==> src/hdl/sms_pkg.sv <==
// Shared types, codes and helpers for the stepper move sequencer.
`default_nettype none

package sms_pkg;

	// Operation codes carried by an input beat.
	localparam logic [1:0] OP_MOVE    = 2'd0;
	localparam logic [1:0] OP_TICK    = 2'd1;
	localparam logic [1:0] OP_RELEASE = 2'd2;

	// Configuration register indexes.
	localparam int unsigned CFG_IDX_W = 4;
	localparam logic [CFG_IDX_W-1:0] CFG_STEPS_PER_REV = 4'd0;
	localparam logic [CFG_IDX_W-1:0] CFG_STEP_DELAY    = 4'd1;

	// Reset values of the configuration registers.
	localparam logic [15:0] STEPS_PER_REV_RST = 16'd200;
	localparam logic [15:0] STEP_DELAY_RST    = 16'd5;

	// Saturation point of the elapsed tick counter.
	localparam logic [15:0] TICKS_MAX = 16'hFFFF;

	// Full-step coil patterns.
	localparam logic [3:0] COIL_PH0 = 4'd5;
	localparam logic [3:0] COIL_PH1 = 4'd6;
	localparam logic [3:0] COIL_PH2 = 4'd10;
	localparam logic [3:0] COIL_PH3 = 4'd9;
	localparam logic [3:0] COIL_OFF = 4'd0;

	typedef struct packed {
		logic [1:0]         operation;
		logic signed [15:0] step_count;
		logic               limit_min_hit;
		logic               limit_max_hit;
	} in_item_t;

	typedef struct packed {
		logic [3:0]  coils;
		logic [15:0] steps_remaining;
		logic        stepped;
		logic        limit_abort;
		logic        blocked;
		logic [15:0] position;
	} out_item_t;

	// Configuration seen by the step core.
	typedef struct packed {
		logic [15:0] steps_per_rev;
		logic [15:0] step_delay_ticks;
	} cfg_t;

	// Coil pattern for the two low bits of the position.
	function automatic logic [3:0] coil_pattern(input logic [1:0] phase);
		logic [3:0] pat;
		case (phase)
			2'd0:    pat = COIL_PH0;
			2'd1:    pat = COIL_PH1;
			2'd2:    pat = COIL_PH2;
			default: pat = COIL_PH3;
		endcase
		return pat;
	endfunction

endpackage

`default_nettype wire

==> src/hdl/stepper_move_sequencer.sv <==
// Top level of the four-wire full-step stepper move sequencer.
// An accepted input beat reaches its result beat through the input register,
// then the state update and the result register.
// Throughput: one item per cycle; the input side stalls only when both the
// input register and the result register are full and the result is stalled.
// Reset: arst_n clears position, direction, pending steps, elapsed ticks, coils
// and the blocked flag, and loads 200 steps per revolution and a 5 tick delay.
`default_nettype none

module stepper_move_sequencer (
	input  wire logic                          clk,
	input  wire logic                          arst_n,
	input  wire logic                          in_valid,
	output logic                               in_stall,
	input  wire sms_pkg::in_item_t             in_data,
	output logic                               out_valid,
	input  wire logic                          out_stall,
	output sms_pkg::out_item_t                 out_data,
	input  wire logic                          cfg_valid,
	output logic                               cfg_ready,
	input  wire logic [sms_pkg::CFG_IDX_W-1:0] cfg_index,
	input  wire logic [15:0]                   cfg_data
);

	sms_pkg::cfg_t      cfg;
	sms_pkg::in_item_t  item_s1;
	logic               valid_s1;
	sms_pkg::out_item_t res;
	sms_pkg::out_item_t out_data_q;
	logic               out_valid_q;
	logic               advance;
	logic               in_take;

	sms_cfg_regs u_cfg (
		.clk       (clk),
		.arst_n    (arst_n),
		.cfg_valid (cfg_valid),
		.cfg_ready (cfg_ready),
		.cfg_index (cfg_index),
		.cfg_data  (cfg_data),
		.cfg       (cfg)
	);

	// Pipeline handshake: the input register empties into the result register.
	assign advance  = valid_s1 && (!out_valid_q || !out_stall);
	assign in_stall = valid_s1 && !advance;
	assign in_take  = in_valid && !in_stall;

	// Input register.
	always_ff @(posedge clk or negedge arst_n) begin
		if (!arst_n) begin
			valid_s1 <= 1'b0;
		end else if (in_take) begin
			valid_s1 <= 1'b1;
		end else if (advance) begin
			valid_s1 <= 1'b0;
		end
	end

	always_ff @(posedge clk) begin
		if (in_take) begin
			item_s1 <= in_data;
		end
	end

	sms_step_core u_core (
		.clk        (clk),
		.arst_n     (arst_n),
		.item_valid (advance),
		.item       (item_s1),
		.cfg        (cfg),
		.res        (res)
	);

	// Result register.
	always_ff @(posedge clk or negedge arst_n) begin
		if (!arst_n) begin
			out_valid_q <= 1'b0;
		end else if (advance) begin
			out_valid_q <= 1'b1;
		end else if (!out_stall) begin
			out_valid_q <= 1'b0;
		end
	end

	always_ff @(posedge clk) begin
		if (advance) begin
			out_data_q <= res;
		end
	end

	assign out_valid = out_valid_q;
	assign out_data  = out_data_q;

endmodule

`default_nettype wire

==> src/hdl/sms_cfg_regs.sv <==
// Configuration register file of the stepper move sequencer.
`default_nettype none

module sms_cfg_regs (
	input  wire logic                          clk,
	input  wire logic                          arst_n,
	input  wire logic                          cfg_valid,
	output logic                               cfg_ready,
	input  wire logic [sms_pkg::CFG_IDX_W-1:0] cfg_index,
	input  wire logic [15:0]                   cfg_data,
	output sms_pkg::cfg_t                      cfg
);

	logic [15:0] steps_per_rev_q;
	logic [15:0] step_delay_q;

	// Writes are always taken; unknown indexes are dropped.
	assign cfg_ready = 1'b1;

	always_ff @(posedge clk or negedge arst_n) begin
		if (!arst_n) begin
			steps_per_rev_q <= sms_pkg::STEPS_PER_REV_RST;
			step_delay_q    <= sms_pkg::STEP_DELAY_RST;
		end else if (cfg_valid && cfg_ready) begin
			unique case (cfg_index)
				sms_pkg::CFG_STEPS_PER_REV: steps_per_rev_q <= cfg_data;
				sms_pkg::CFG_STEP_DELAY:    step_delay_q    <= cfg_data;
				default: ;
			endcase
		end
	end

	assign cfg.steps_per_rev    = steps_per_rev_q;
	assign cfg.step_delay_ticks = step_delay_q;

endmodule

`default_nettype wire

==> src/hdl/sms_step_core.sv <==
// Motor state registers and the single-pass update for one item.
`default_nettype none

module sms_step_core (
	input  wire logic              clk,
	input  wire logic              arst_n,
	input  wire logic              item_valid,
	input  wire sms_pkg::in_item_t item,
	input  wire sms_pkg::cfg_t     cfg,
	output sms_pkg::out_item_t     res
);

	logic [15:0] position_q;
	logic        forward_q;
	logic [15:0] pending_q;
	logic [15:0] ticks_q;
	logic [3:0]  coil_q;
	logic        blocked_q;

	logic [15:0] position_d;
	logic        forward_d;
	logic [15:0] pending_d;
	logic [15:0] ticks_d;
	logic [3:0]  coil_d;
	logic        blocked_d;
	logic [15:0] report;
	logic        stepped;
	logic        aborted;

	logic [15:0] rev;
	logic [15:0] ticks_inc;
	logic [15:0] step_pos;
	logic [15:0] mag;
	logic        dir_hit;

	// Zero steps per revolution behaves as one.
	assign rev       = (cfg.steps_per_rev == 16'd0) ? 16'd1 : cfg.steps_per_rev;
	assign ticks_inc = (ticks_q != sms_pkg::TICKS_MAX) ? ticks_q + 16'd1 : ticks_q;
	assign mag       = 16'd0 - item.step_count;
	assign dir_hit   = (item.limit_min_hit && !forward_q) || (item.limit_max_hit && forward_q);

	// Next position for one step in the current direction, wrapping at rev.
	always_comb begin
		if (forward_q) begin
			if ({1'b0, position_q} + 17'd1 >= {1'b0, rev}) begin
				step_pos = 16'd0;
			end else begin
				step_pos = position_q + 16'd1;
			end
		end else begin
			if (position_q == 16'd0 || position_q >= rev) begin
				step_pos = rev - 16'd1;
			end else begin
				step_pos = position_q - 16'd1;
			end
		end
	end

	// Item decode and state update.
	always_comb begin
		position_d = position_q;
		forward_d  = forward_q;
		pending_d  = pending_q;
		ticks_d    = ticks_q;
		coil_d     = coil_q;
		blocked_d  = blocked_q;
		stepped    = 1'b0;
		aborted    = 1'b0;
		report     = pending_q;
		unique case (item.operation)
			sms_pkg::OP_MOVE: begin
				if (item.step_count == 16'sd0) begin
					pending_d = 16'd0;
				end else if (item.step_count[15]) begin
					forward_d = 1'b0;
					pending_d = mag;
				end else begin
					forward_d = 1'b1;
					pending_d = item.step_count;
				end
				report = pending_d;
			end
			sms_pkg::OP_TICK: begin
				ticks_d = ticks_inc;
				if (pending_q != 16'd0) begin
					blocked_d = item.limit_min_hit || item.limit_max_hit;
					if (dir_hit) begin
						aborted   = 1'b1;
						pending_d = 16'd0;
					end else if (ticks_inc >= cfg.step_delay_ticks) begin
						ticks_d    = 16'd0;
						position_d = step_pos;
						coil_d     = sms_pkg::coil_pattern(step_pos[1:0]);
						pending_d  = pending_q - 16'd1;
						stepped    = 1'b1;
						report     = pending_d;
					end
				end
			end
			sms_pkg::OP_RELEASE: begin
				coil_d = sms_pkg::COIL_OFF;
			end
			default: ;
		endcase
	end

	// State registers advance once per item.
	always_ff @(posedge clk or negedge arst_n) begin
		if (!arst_n) begin
			position_q <= 16'd0;
			forward_q  <= 1'b0;
			pending_q  <= 16'd0;
			ticks_q    <= 16'd0;
			coil_q     <= sms_pkg::COIL_OFF;
			blocked_q  <= 1'b0;
		end else if (item_valid) begin
			position_q <= position_d;
			forward_q  <= forward_d;
			pending_q  <= pending_d;
			ticks_q    <= ticks_d;
			coil_q     <= coil_d;
			blocked_q  <= blocked_d;
		end
	end

	assign res.coils           = coil_d;
	assign res.steps_remaining = report;
	assign res.stepped         = stepped;
	assign res.limit_abort     = aborted;
	assign res.blocked         = blocked_d;
	assign res.position        = position_d;

	// A step and an abort never happen on the same item.
	a_step_xor_abort: assert property (@(posedge clk) disable iff (!arst_n)
		item_valid |-> !(stepped && aborted))
		else $error("step and limit abort on the same item");

	// After a step the coils carry a full-step pattern.
	a_step_coils: assert property (@(posedge clk) disable iff (!arst_n)
		item_valid && stepped |=> (coil_q == sms_pkg::COIL_PH0 || coil_q == sms_pkg::COIL_PH1
			|| coil_q == sms_pkg::COIL_PH2 || coil_q == sms_pkg::COIL_PH3))
		else $error("coil pattern invalid after step");

	// An abort leaves nothing pending.
	a_abort_clears: assert property (@(posedge clk) disable iff (!arst_n)
		item_valid && aborted |=> pending_q == 16'd0)
		else $error("pending steps left after abort");

	// A step restarts the elapsed counter.
	a_step_ticks: assert property (@(posedge clk) disable iff (!arst_n)
		item_valid && stepped |=> ticks_q == 16'd0)
		else $error("elapsed counter not cleared on step");

endmodule

`default_nettype wire

==> config.mk <==
export PLATFORM = sky130hd
export DESIGN_NAME = stepper_move_sequencer
export DESIGN_NICKNAME = d
export VERILOG_FILES = /design/src/hdl/sms_pkg.sv /design/src/hdl/stepper_move_sequencer.sv /design/src/hdl/sms_cfg_regs.sv /design/src/hdl/sms_step_core.sv
export SDC_FILE = /design/constraint.sdc
export NUM_CORES = 1
export LEC_CHECK = 0
export ABC_AREA = 1
export BUFFER_PORTS_ARGS = -buffer_cell sky130_fd_sc_hd__buf_2
export CORE_ASPECT_RATIO = 0.6
export CORE_MARGIN = 10
export CORE_UTILIZATION = 30
export CTS_CLUSTER_SIZE = 24
export DETAILED_ROUTE_END_ITERATION = 8
export MAX_ROUTING_LAYER = met4
export PLACE_DENSITY_LB_ADDON = 0.05
export SYNTH_ARGS = -nofsm -noshare
export SYNTH_HDL_FRONTEND = slang
export SYNTH_SLANG_ARGS = --single-unit
export TNS_END_PERCENT = 30
==> constraint.sdc <==
create_clock -name clk -period 7.7 [get_ports clk]
set_clock_uncertainty 0.2 [all_clocks]
set_input_delay 0.77 -clock clk [delete_from_list [all_inputs] [get_ports clk]]
set_output_delay 0.77 -clock clk [all_outputs]
set_load 0.05 [all_outputs]
==> results.yml, run 1 <==
status:
  status: "complete, no violations"
sta:
  finalSetupViolCount: 0
  tns_ns: 0
  worst_pin_slew_ns: 1.07
  fmax_mhz: 203
  layout_worst_path_cycle_share: 0.640
  timing.final.ws_setup_ns: 2.77
  hold_viol_final: 0
  slew_headroom: 0.283
  slew_violations: 0
  rsz0062_at_grt: "no"
  fin_crit_ns: 4.93
clock_tree:
  numCtsBuffers: 17
  cts_hold_buf: 0
  insertion_delay_ns: 0.45
  cts_setup_buffers: 0
  htreeDepth: 4
  cts_max_path_buffers: 2
  path_clk_slew_ns: 0.07
  cts-root-buf: "clkbuf_16"
  clock_sinks: 147
  post_cts_resized: 0
  cts_tree: "built"
layout:
  fin_nets: 1488
  multi_input_area_um2: 5090
  fillers: 3478
  area_growth_pct: 14.8
  final_layout_size_suffix_gt1_frac: 0.135
  final_common_cell: "nand2_1"
  diodes: 0
  seqCellArea_um2: 3980
  final_cell_mix: "304 x nand2_1, 180 x inv_1, 117 x nor2_1"
logic_synthesis:
  yosysWarnings: 0
  synth.area.top_cells: "dfrtp_1 21%, edfxtp_1 18%, nand2_1 11%, ha_1 7.5%, inv_1 6.8%"
  synthMuxAreaShare: 0
  ys_ff_latch: 147
  yosysUniqueCellTypes: 56
  synthCells: 1307
  syn_nets: 1412
  synth_top_family_by_area: "simple AND/OR/NAND/NOR gates"
  synthAdderAreaFrac: 0.0752
  synth_xor_area_frac: 0.0395
  netlist.top_cell.by_area: "dfrtp_1"
  netlist_area_um2: 9990
  synth-compound-area-share: 0.118
  synth_edf_count: 59
  syn_area_per_cell_um2: 7.64
  async_flop_share: 0.599
  yosys_most_used_dff: "dfrtp_1"
  synth_top_area_frac: 0.208
  ys_seq_area_frac: 0.398
  yosys.area_share.simple: 0.276
die:
  io_pins: 87
  rows: 51
  dieHeight_um: 161
  core_area_um2: 32600
  initial_core_util: 0.306
  fp.dieW_um: 256
  dieArea_um2: 41200
route:
  drtIter0Drc: 780
  dr.pass1.iters: 5
  wl_per_cell_um: 18.2
  drcViolationCount: 0
  dr_total_vias: 8662
  via_per_inst: 4.69
  drtAntennaViolNets: 0
  wl_um: 33700
place:
  gp_congestion: 0.852
  dp_slack_ns: 2.77
  io_buffer_count: 85
  dpl.hpwl_um: 26200
critical_path:
  regToRegSetupSlack_ns: 2.77
  startpoint_type: "flip-flop"
  r2r_cells: 22
  setup.worst_path.class: "reg -> reg"
  critPathRequiredTime_ns: 7.80
  critPathArrivalTime_ns: 5.02
  crit_fanout: 28
  crit_path_end_kind: "flip-flop"
flow_run:
  maxCapViolations: 0
power:
  sequentialPowerShare: 0.215
  swShare: 0.547
  p_sw_mw: 3.15
  power_mw: 5.76
  p_int_mw: 2.60
  p_leak_nw: 5.47
  power.density_nw_per_um2: 502
  p_comb_frac: 0.631
  pwr-share-clk: 0.154
  irDropWorstVdd_v: 0.000362
global_route:
  grt_pass1_vias: 8350
  grt_max_degree: 64
  overflow: 0
  grt.total_usage: 0.170
  antenna_found_initial: 0
  grt_first_pass_wirelength_um: 52400
worst_hold_path:
  holdCritPathClass: "in -> async"
-- path summary, 6_finish.rpt --
kind                                               start                  endpoint
worst max-delay path                   u_core.ticks_q[0]          u_core.coil_q[2]
worst min-delay path                              arst_n          u_core.coil_q[1]
worst max register to register         u_core.ticks_q[0]          u_core.coil_q[2]
worst min register to register  u_cfg.steps_per_rev_q[4]  u_cfg.steps_per_rev_q[4]
max in group asynchronous                         arst_n     u_cfg.step_delay_q[8]
min in group clk                u_cfg.steps_per_rev_q[4]  u_cfg.steps_per_rev_q[4]
-- metrics by stage --
stage,utilization,std cells,hold slack (ns),area [µm²]
3_5_place_dp,0.333,1814,0.274,10900
3_3_place_gp,0.333,1814,0.268,10900
6_report,0.352,1846,0.139,11500
5_1_grt,0.352,1846,0.170,11500
4_1_cts,0.352,1846,0.146,11500
2_1_floorplan,-,1307,0.234,9990
-- power by group through the flow --
stage               combinational, mW  sequential, mW  clock, mW
floorplan                        2.59            1.32          0
global placement                 3.60            1.26          0
detailed placement               3.57            1.25          0
CTS                              3.60            1.24      0.907
global route                     4.09            1.27      0.946
finish                           3.63            1.24      0.884
-- critical path, stage by stage (launching register included) --
cell and delay, ns:
dfrtp_1 0.35, ha_1 0.18, inv_1 0.07, nor3_1 0.47, nand3_1 0.25, nor2_1 0.22
nand2_1 0.15, nand3_1 0.18, nor2_1 0.07, xor2_1 0.16, ha_1 0.30, nand2_1 0.08
nor2_1 0.15, nand2_1 0.07, o211ai_1 0.08, nand2_1 0.07, nand3_1 0.07, buf_4 0.31
nand2_1 0.60, o31ai_1 0.43, o21ai_1 0.14, nand2_1 0.07, o21ai_0 0.09
-- metal layers --
layer / vias to the layer above / share of wire / global-route usage
met5: - / 0 / -
met4: 0 / 0.0083 / 0.0366
met3: 22 / 0.056 / 0.0338
li1: 4447 / - / -
met2: 206 / 0.35 / 0.195
met1: 3987 / 0.59 / 0.279
-- kinds of logic after synthesis --
logic type,count (synthesis)
XOR/XNOR,45
buffers and inverters,233
adder cells (fa/ha/maj),60
other,1
AND/OR/NAND/NOR,621
AO/OA/AOI/OAI,200
flip-flops,147
-- registers in the layout (all words and copies together) (netlist names) --
| name | cells |
|---|---|
| u_cfg.steps_per_rev_q | 16 |
| u_core.blocked_q | 1 |
| u_core.coil_q | 4 |
| u_core.pending_q | 16 |
| out_data | 39 |
| u_core.position_q | 16 |
| valid_s1 | 1 |
| u_cfg.step_delay_q | 16 |
| item_s1 | 20 |
| out_valid | 1 |
| u_core.ticks_q | 16 |
| u_core.forward_q | 1 |
-- layout make-up --
cell class | count | area share
flip-flops and latches | 147 | 0.347
well taps | 450 | 0.0491
clock buffers | 17 | 0.0371
repair buffers | 94 | 0.0432
inverters | 196 | 0.0641
clock inverters | 15 | 0.0157
multi-input cells | 927 | 0.444
-- synth_stat cells (9+ instances only) --
cell and count:
nand2_2 12, xor2_1 41, a21oi_1 42, ha_1 60, o221ai_1 9, edfxtp_1 59
nor2_2 13, o21ai_0 91, clkbuf_1 21, nand4_1 18, nand3_1 99, a21boi_1 10
nor3_1 24, inv_2 13, inv_1 180, nand2_1 304, dfrtp_1 83, o211ai_1 13
nor2_1 118
Note: power is estimated with default switching activity, not from simulation.
==> run 2, diff against run 1 <==
--- a/config.mk
+++ b/config.mk
@@ -5,7 +5,7 @@
 export SDC_FILE = /design/constraint.sdc
 export NUM_CORES = 1
 export LEC_CHECK = 0
-export ABC_AREA = 1
+export ABC_AREA = 0
 export BUFFER_PORTS_ARGS = -buffer_cell sky130_fd_sc_hd__buf_2
 export CORE_ASPECT_RATIO = 0.6
 export CORE_MARGIN = 10
==> constraint.sdc (replaced) <==
create_clock -name clk -period 4.7 [get_ports clk]
set_clock_uncertainty 0.2 [all_clocks]
set_input_delay 0.47 -clock clk [delete_from_list [all_inputs] [get_ports clk]]
set_output_delay 0.47 -clock clk [all_outputs]
set_load 0.05 [all_outputs]
==> results.yml, run 2 <==
critical_path:
  setup.worst_path.class: "reg -> reg"
  critPathRequiredTime_ns: 4.70
  startpoint_type: "flip-flop"
  slowest_delay_ns: 0.55
  r2r_cells: 18
  crit_fanout: 13
  crit_path_end_kind: "flip-flop"
  critPathArrivalTime_ns: 4.48
  slowest_stage: "or4_4"
  crit_top_cell: "ha_1"
  cp_cell_sequence: "or4_4 > nor3_2 > a31o_2 > ha_1 > nand2b_1 > a2111oi_0 > or4_1 > o211ai_4 > buf_6 > nor2_1 > a21oi_1 > ha_1 > nor2_1 > a21oi_1 > inv_1 > ha_1 > nor3_1 > a221o_1"
  regToRegSetupSlack_ns: 0.22
  critical_path.reg2reg.startpoint: "u_cfg.steps_per_rev_q[3]"
  r2r_end: "out_data[36]"
die:
  io_pins: 87
  rows: 50
  dieHeight_um: 158
  dieArea_um2: 39700
  initial_core_util: 0.306
  fp.dieW_um: 251
  core_area_um2: 31300
logic_synthesis:
  synth.area.top_cells: "dfrtp_1 22%, edfxtp_1 18%, ha_1 7.8%, xnor2_1 4.8%, o21ai_0 4.7%"
  yosys_most_used_dff: "dfrtp_1"
  synth_commonest_cells: "117 x nand2_1, 90 x o21ai_0, 83 x dfrtp_1"
  synthCells: 1032
  yosysUniqueCellTypes: 79
  netlist_area_um2: 9580
  ys_ff_latch: 147
  syn_area_per_cell_um2: 9.28
  syn_nets: 1137
  synth.most_common_cell: "nand2_1"
  yosysWarnings: 0
  synth_top_area_frac: 0.217
  netlist.top_cell.by_area: "dfrtp_1"
  ys_seq_area_frac: 0.415
  synth_edf_count: 59
  async_flop_share: 0.599
place:
  dpl.hpwl_um: 23800
  dp_slack_ns: 0.136
  io_buffer_count: 85
  place_inst: 1528
  gp_congestion: 0.870
clock_tree:
  insertion_delay_ns: 0.45
  path_clk_slew_ns: 0.07
  cts_max_path_buffers: 2
  cts_tree: "built"
  clock_sinks: 147
  cts-root-buf: "clkbuf_16"
  cts_setup_buffers: 0
  numCtsBuffers: 17
  htreeDepth: 4
power:
  sequentialPowerShare: 0.312
  p_sw_mw: 2.51
  power.density_nw_per_um2: 519
  irDropWorstVdd_v: 0.000288
  p_comb_frac: 0.442
  swShare: 0.416
  p_int_mw: 3.52
  p_leak_nw: 4.88
  pwr-share-clk: 0.246
route:
  drcViolationCount: 0
  wl_per_cell_um: 19.9
  wl_um: 31500
  via_per_inst: 5.11
  dr_total_vias: 8066
  drtIter0Drc: 741
  dr.pass1.iters: 6
  drtAntennaViolNets: 0
flow_run:
  maxCapViolations: 0
sta:
  slew_violations: 0
  worst_pin_slew_ns: 1.10
  layout_worst_path_cycle_share: 0.953
  fmax_mhz: 223
  rsz0062_at_grt: "yes"
  fin_crit_ns: 4.48
  timing.final.ws_setup_ns: 0.221
  slew_headroom: 0.267
  finalSetupViolCount: 0
  hold_viol_final: 0
status:
  status: "complete, no violations"
global_route:
  grt.total_usage: 0.165
  grt_max_degree: 60
  grt_pass1_vias: 7899
  grt_first_pass_wirelength_um: 49200
  antenna_found_initial: 0
  overflow: 0
layout:
  final_cells: 1580
  largest_reg_flops: 39
  final_common_cell: "nand2_1"
  diodes: 0
  final_cell_mix: "117 x nand2_1, 88 x o21ai_0, 84 x buf_2"
  area_growth_pct: 21.0
  final_layout_size_suffix_gt1_frac: 0.203
  fin_nets: 1256
worst_hold_path:
  min_to: "item_s1[18]"
  hold_path.startpoint: "in_data[18]"
  holdCritPathClass: "in -> reg"
  min_path_cells: 1
[run 2: cell types whose count changed after synthesis, moves of 18 or more]
cell / before / now
nand3_1: 99 / 29
clkbuf_1: 21 / 39
mux2_2: 0 / 19
nor2_1: 118 / 77
inv_1: 180 / 56
xor2_1: 41 / 22
xnor2_1: 4 / 53
nand2_1: 304 / 117
[run 2: cells by family (layout without fill, tap and decap cells)]
kind of cell	after synthesis	after routing	share of synthesized area
buf+inv	113	245	0.0492
fa+ha+maj	60	60	0.0783
simple gates	355	355	0.184
other cells	1	1	0.000391
xor+xnor	75	75	0.0686
compound gates	247	247	0.163
flops	147	147	0.415
mux	34	34	0.0413
[run 2: cell type report]
type | count | area (µm²)
clock buffers | 21 | 526
clock inverters | 11 | 104
inverters | 58 | 220
repair buffers | 155 | 1020
multi-input cells | 772 | 5230
well taps | 416 | 520
flip-flops and latches | 147 | 3980
fillers | 3186 | 19700
[run 2: critical path, delay by kind of cell, from the launching register on]
family | cells | cell delay [ns]
DFF | 1 | 0.37
AOI/OAI and AO/OA | 6 | 1.25
and+or+nand+nor | 7 | 1.27
buffers and inverters | 2 | 0.27
adders and majority gates | 3 | 0.88
[run 2: how the worst max path moves through the flow]
stage | startpoint | to | slack [ns] | cells after the start
detailed placement | u_cfg.steps_per_rev_q[3] | out_data[4] | 0.14 | 18
CTS | u_cfg.steps_per_rev_q[3] | out_data[4] | 0.12 | 18
floorplan | u_cfg.steps_per_rev_q[2] | out_data[4] | 0.06 | 18
global placement | u_cfg.steps_per_rev_q[3] | out_data[4] | 0.19 | 17
finish | u_cfg.steps_per_rev_q[3] | out_data[36] | 0.22 | 18
global route | u_cfg.steps_per_rev_q[3] | out_data[4] | -0.03 | 17
[run 2: power by group through the flow]
stage / Combinational (mW) / Clock, mW / Sequential, mW
after floorplan: 1.69 / 0 / 1.98
after CTS: 2.61 / 1.52 / 1.88
after detailed placement: 2.58 / 0 / 1.90
final: 2.66 / 1.48 / 1.88
after global routing: 2.97 / 1.57 / 1.92
after global placement: 2.59 / 0 / 1.90
[run 2: metrics by stage]
| stage | power [mW] | TNS, ns | area (µm²) | utilization | hold WS [ns] |
|---|---|---|---|---|---|
| 3_5_place_dp | 4.48 | 0 | 10700 | 0.341 | 0.267 |
| 4_1_cts | 6.00 | 0 | 11500 | 0.367 | 0.00580 |
| 6_report | 6.02 | 0 | 11600 | 0.370 | 0.0259 |
| 2_1_floorplan | 3.67 | 0 | 9590 | - | -0.0256 |
| 3_3_place_gp | 4.49 | 0 | 10700 | 0.341 | 0.268 |
| 5_1_grt | 6.46 | -0.0605 | 11600 | 0.370 | 0.00410 |
[run 2: timing repair]
item / CTS / global route
setup endpoints to repair: 0 / 18
hold endpoints to repair: 75 / 0
hold buffers: 20 / 0
gates resized for setup: 0 / 20
[run 2: layer usage]
metal | vias to the layer above | global-route usage | wire length [µm]
met5 | - | - | 0
met4 | 0 | 0.0346 | 269
met3 | 15 | 0.0344 | 1600
met2 | 206 | 0.203 | 11800
met1 | 3874 | 0.261 | 17800
li1 | 3971 | - | -
==> run 3, diff against run 2 <==
--- a/config.mk
+++ b/config.mk
@@ -14,6 +14,7 @@
 export DETAILED_ROUTE_END_ITERATION = 8
 export MAX_ROUTING_LAYER = met4
 export PLACE_DENSITY_LB_ADDON = 0.05
+export RECOVER_POWER = 100
 export SYNTH_ARGS = -nofsm -noshare
 export SYNTH_HDL_FRONTEND = slang
 export SYNTH_SLANG_ARGS = --single-unit
==> results.yml, run 3 (synthesis gave the netlist of run 2 again) <==
place:
  io_buffer_count: 85
  gp_congestion: 0.870
  dpl.hpwl_um: 23800
  dp_slack_ns: 0.136
sta:
  hold_viol_final: 0
  rsz0062_at_grt: "yes"
  worst_pin_slew_ns: 1.75
  fmax_mhz: 223
  layout_worst_path_cycle_share: 0.952
  timing.final.ws_setup_ns: 0.224
  finalSetupViolCount: 0
  tns_ns: 0
  fin_crit_ns: 4.48
  slew_headroom: -0.168
  whs_ns: 0.0541
  slew_violations: 112
critical_path:
  path_buf_inv: 2
  crit_top_cell: "ha_1"
  slowest_stage: "or4_1"
  cpLargestDelayFamily: "simple AND/OR/NAND/NOR gates"
  crit_fanout: 6
  critPathRequiredTime_ns: 4.69
  critPathArrivalTime_ns: 4.47
  setup.worst_path.class: "reg -> reg"
  startpoint_type: "flip-flop"
  cp_cell_sequence: "or4_4 > nor3_2 > a31o_2 > ha_1 > nand2b_1 > a2111oi_0 > or4_1 > o211ai_4 > mux2_2 > inv_1 > ha_1 > buf_4 > nand4_1 > xnor2_2 > mux2i_1 > a2bb2oi_2 > o21ai_0"
  slowest_delay_ns: 0.56
  crit_path_end_kind: "flip-flop"
clock_tree:
  cts_tree: "built"
  numCtsBuffers: 17
  cts_max_path_buffers: 2
  clock_sinks: 147
  path_clk_slew_ns: 0.07
  insertion_delay_ns: 0.45
  htreeDepth: 4
  cts-root-buf: "clkbuf_16"
  cts_setup_buffers: 0
status:
  violations: "max-capacitance violations, max-slew violations"
  status: "complete, but fails checks"
power:
  p_leak_nw: 4.71
  power.density_nw_per_um2: 521
  irDropWorstVdd_v: 0.000281
route:
  wl_per_cell_um: 19.9
  drtAntennaViolNets: 0
  dr_total_vias: 8089
  dr.pass1.iters: 5
  via_per_inst: 5.12
  drtIter0Drc: 720
  drcViolationCount: 0
  wl_um: 31500
layout:
  multi_input_area_um2: 5180
  area_growth_pct: 19.7
  final_common_cell: "nand2_1"
  largest_reg_flops: 39
  final_layout_size_suffix_gt1_frac: 0.155
  seqCellArea_um2: 3980
  diodes: 0
  fin_nets: 1256
  final_cell_mix: "118 x nand2_1, 90 x o21ai_0, 83 x dfrtp_1"
  fillers: 3210
global_route:
  grt_pass1_vias: 7899
  grt.total_usage: 0.165
  grt_max_degree: 60
  antenna_found_initial: 0
  grt_first_pass_wirelength_um: 49200
  overflow: 0
die:
  initial_core_util: 0.306
  fp.dieW_um: 251
  core_area_um2: 31300
  dieArea_um2: 39700
  io_pins: 87
  dieHeight_um: 158
  rows: 50
worst_hold_path:
  holdCritPathClass: "in -> reg"
flow_run:
  maxCapViolations: 3
[run 3: cell count changes in the layout (fill, tap and decap cells not counted), moves of 2 or more]
cell      previous run  this run
clkbuf_1             0        49
buf_4               49        40
buf_2               84        41
clkbuf_2             0         2
nor4_1              13        15
o21ai_0             88        90
o21ai_1              9         7
[run 3: power breakdown]
| part | switching, mW | internal, mW | total, mW |
|---|---|---|---|
| Clock | 0.618 | 0.863 | 1.48 |
| Sequential | 0.255 | 1.62 | 1.88 |
| Combinational | 1.62 | 0.998 | 2.62 |
| Total | 2.50 | 3.48 | 5.98 |
[run 3: worst paths after layout]
check                      cells past startpoint                      from               endpoint  slack, ns
setup reg to reg                              17  u_cfg.steps_per_rev_q[3]           out_data[10]       0.22
hold / removal                                 1               in_data[18]            item_s1[18]       0.05
hold reg to reg                                2          u_core.blocked_q       u_core.blocked_q       0.28
max in group asynchronous                      3                    arst_n   u_core.pending_q[13]       1.11
setup / recovery                              17  u_cfg.steps_per_rev_q[3]           out_data[10]       0.22
min in group asynchronous                      2                    arst_n  u_cfg.step_delay_q[9]       0.81
[run 3: metrics by stage]
step / total power, mW / area, µm² / utilization / std cells
finish: 5.98 / 11500 / 0.366 / 1580
global route: 6.42 / 11500 / 0.366 / 1580
CTS: 6.00 / 11500 / 0.367 / 1580
detailed placement: 4.48 / 10700 / 0.341 / 1528
global placement: 4.49 / 10700 / 0.341 / 1528
floorplan: 3.67 / 9590 / - / 1032
[run 3: layout make-up]
type                       instances  share of cell area
clock buffer                      21              0.0458
timing repair buffer             155              0.0818
clock inverter                    11             0.00906
inverter                          58              0.0192
multi-input combinational        772               0.452
sequential                       147               0.347
tap                              416              0.0454
[run 3: repair_timing]
item                                    CTS  global route
endpoints found under the setup margin    0            18
hold buffers                             20             0
resized for setup                         0            20
hold endpoints to repair                 75             0
[run 3: metal layers]
layer,routed length [µm],GRT usage,vias to the layer above
met5,0,-,-
met4,281,0.0346,0
met3,1680,0.0344,17
met2,11700,0.203,195
met1,17900,0.261,3904
li1,-,-,3973
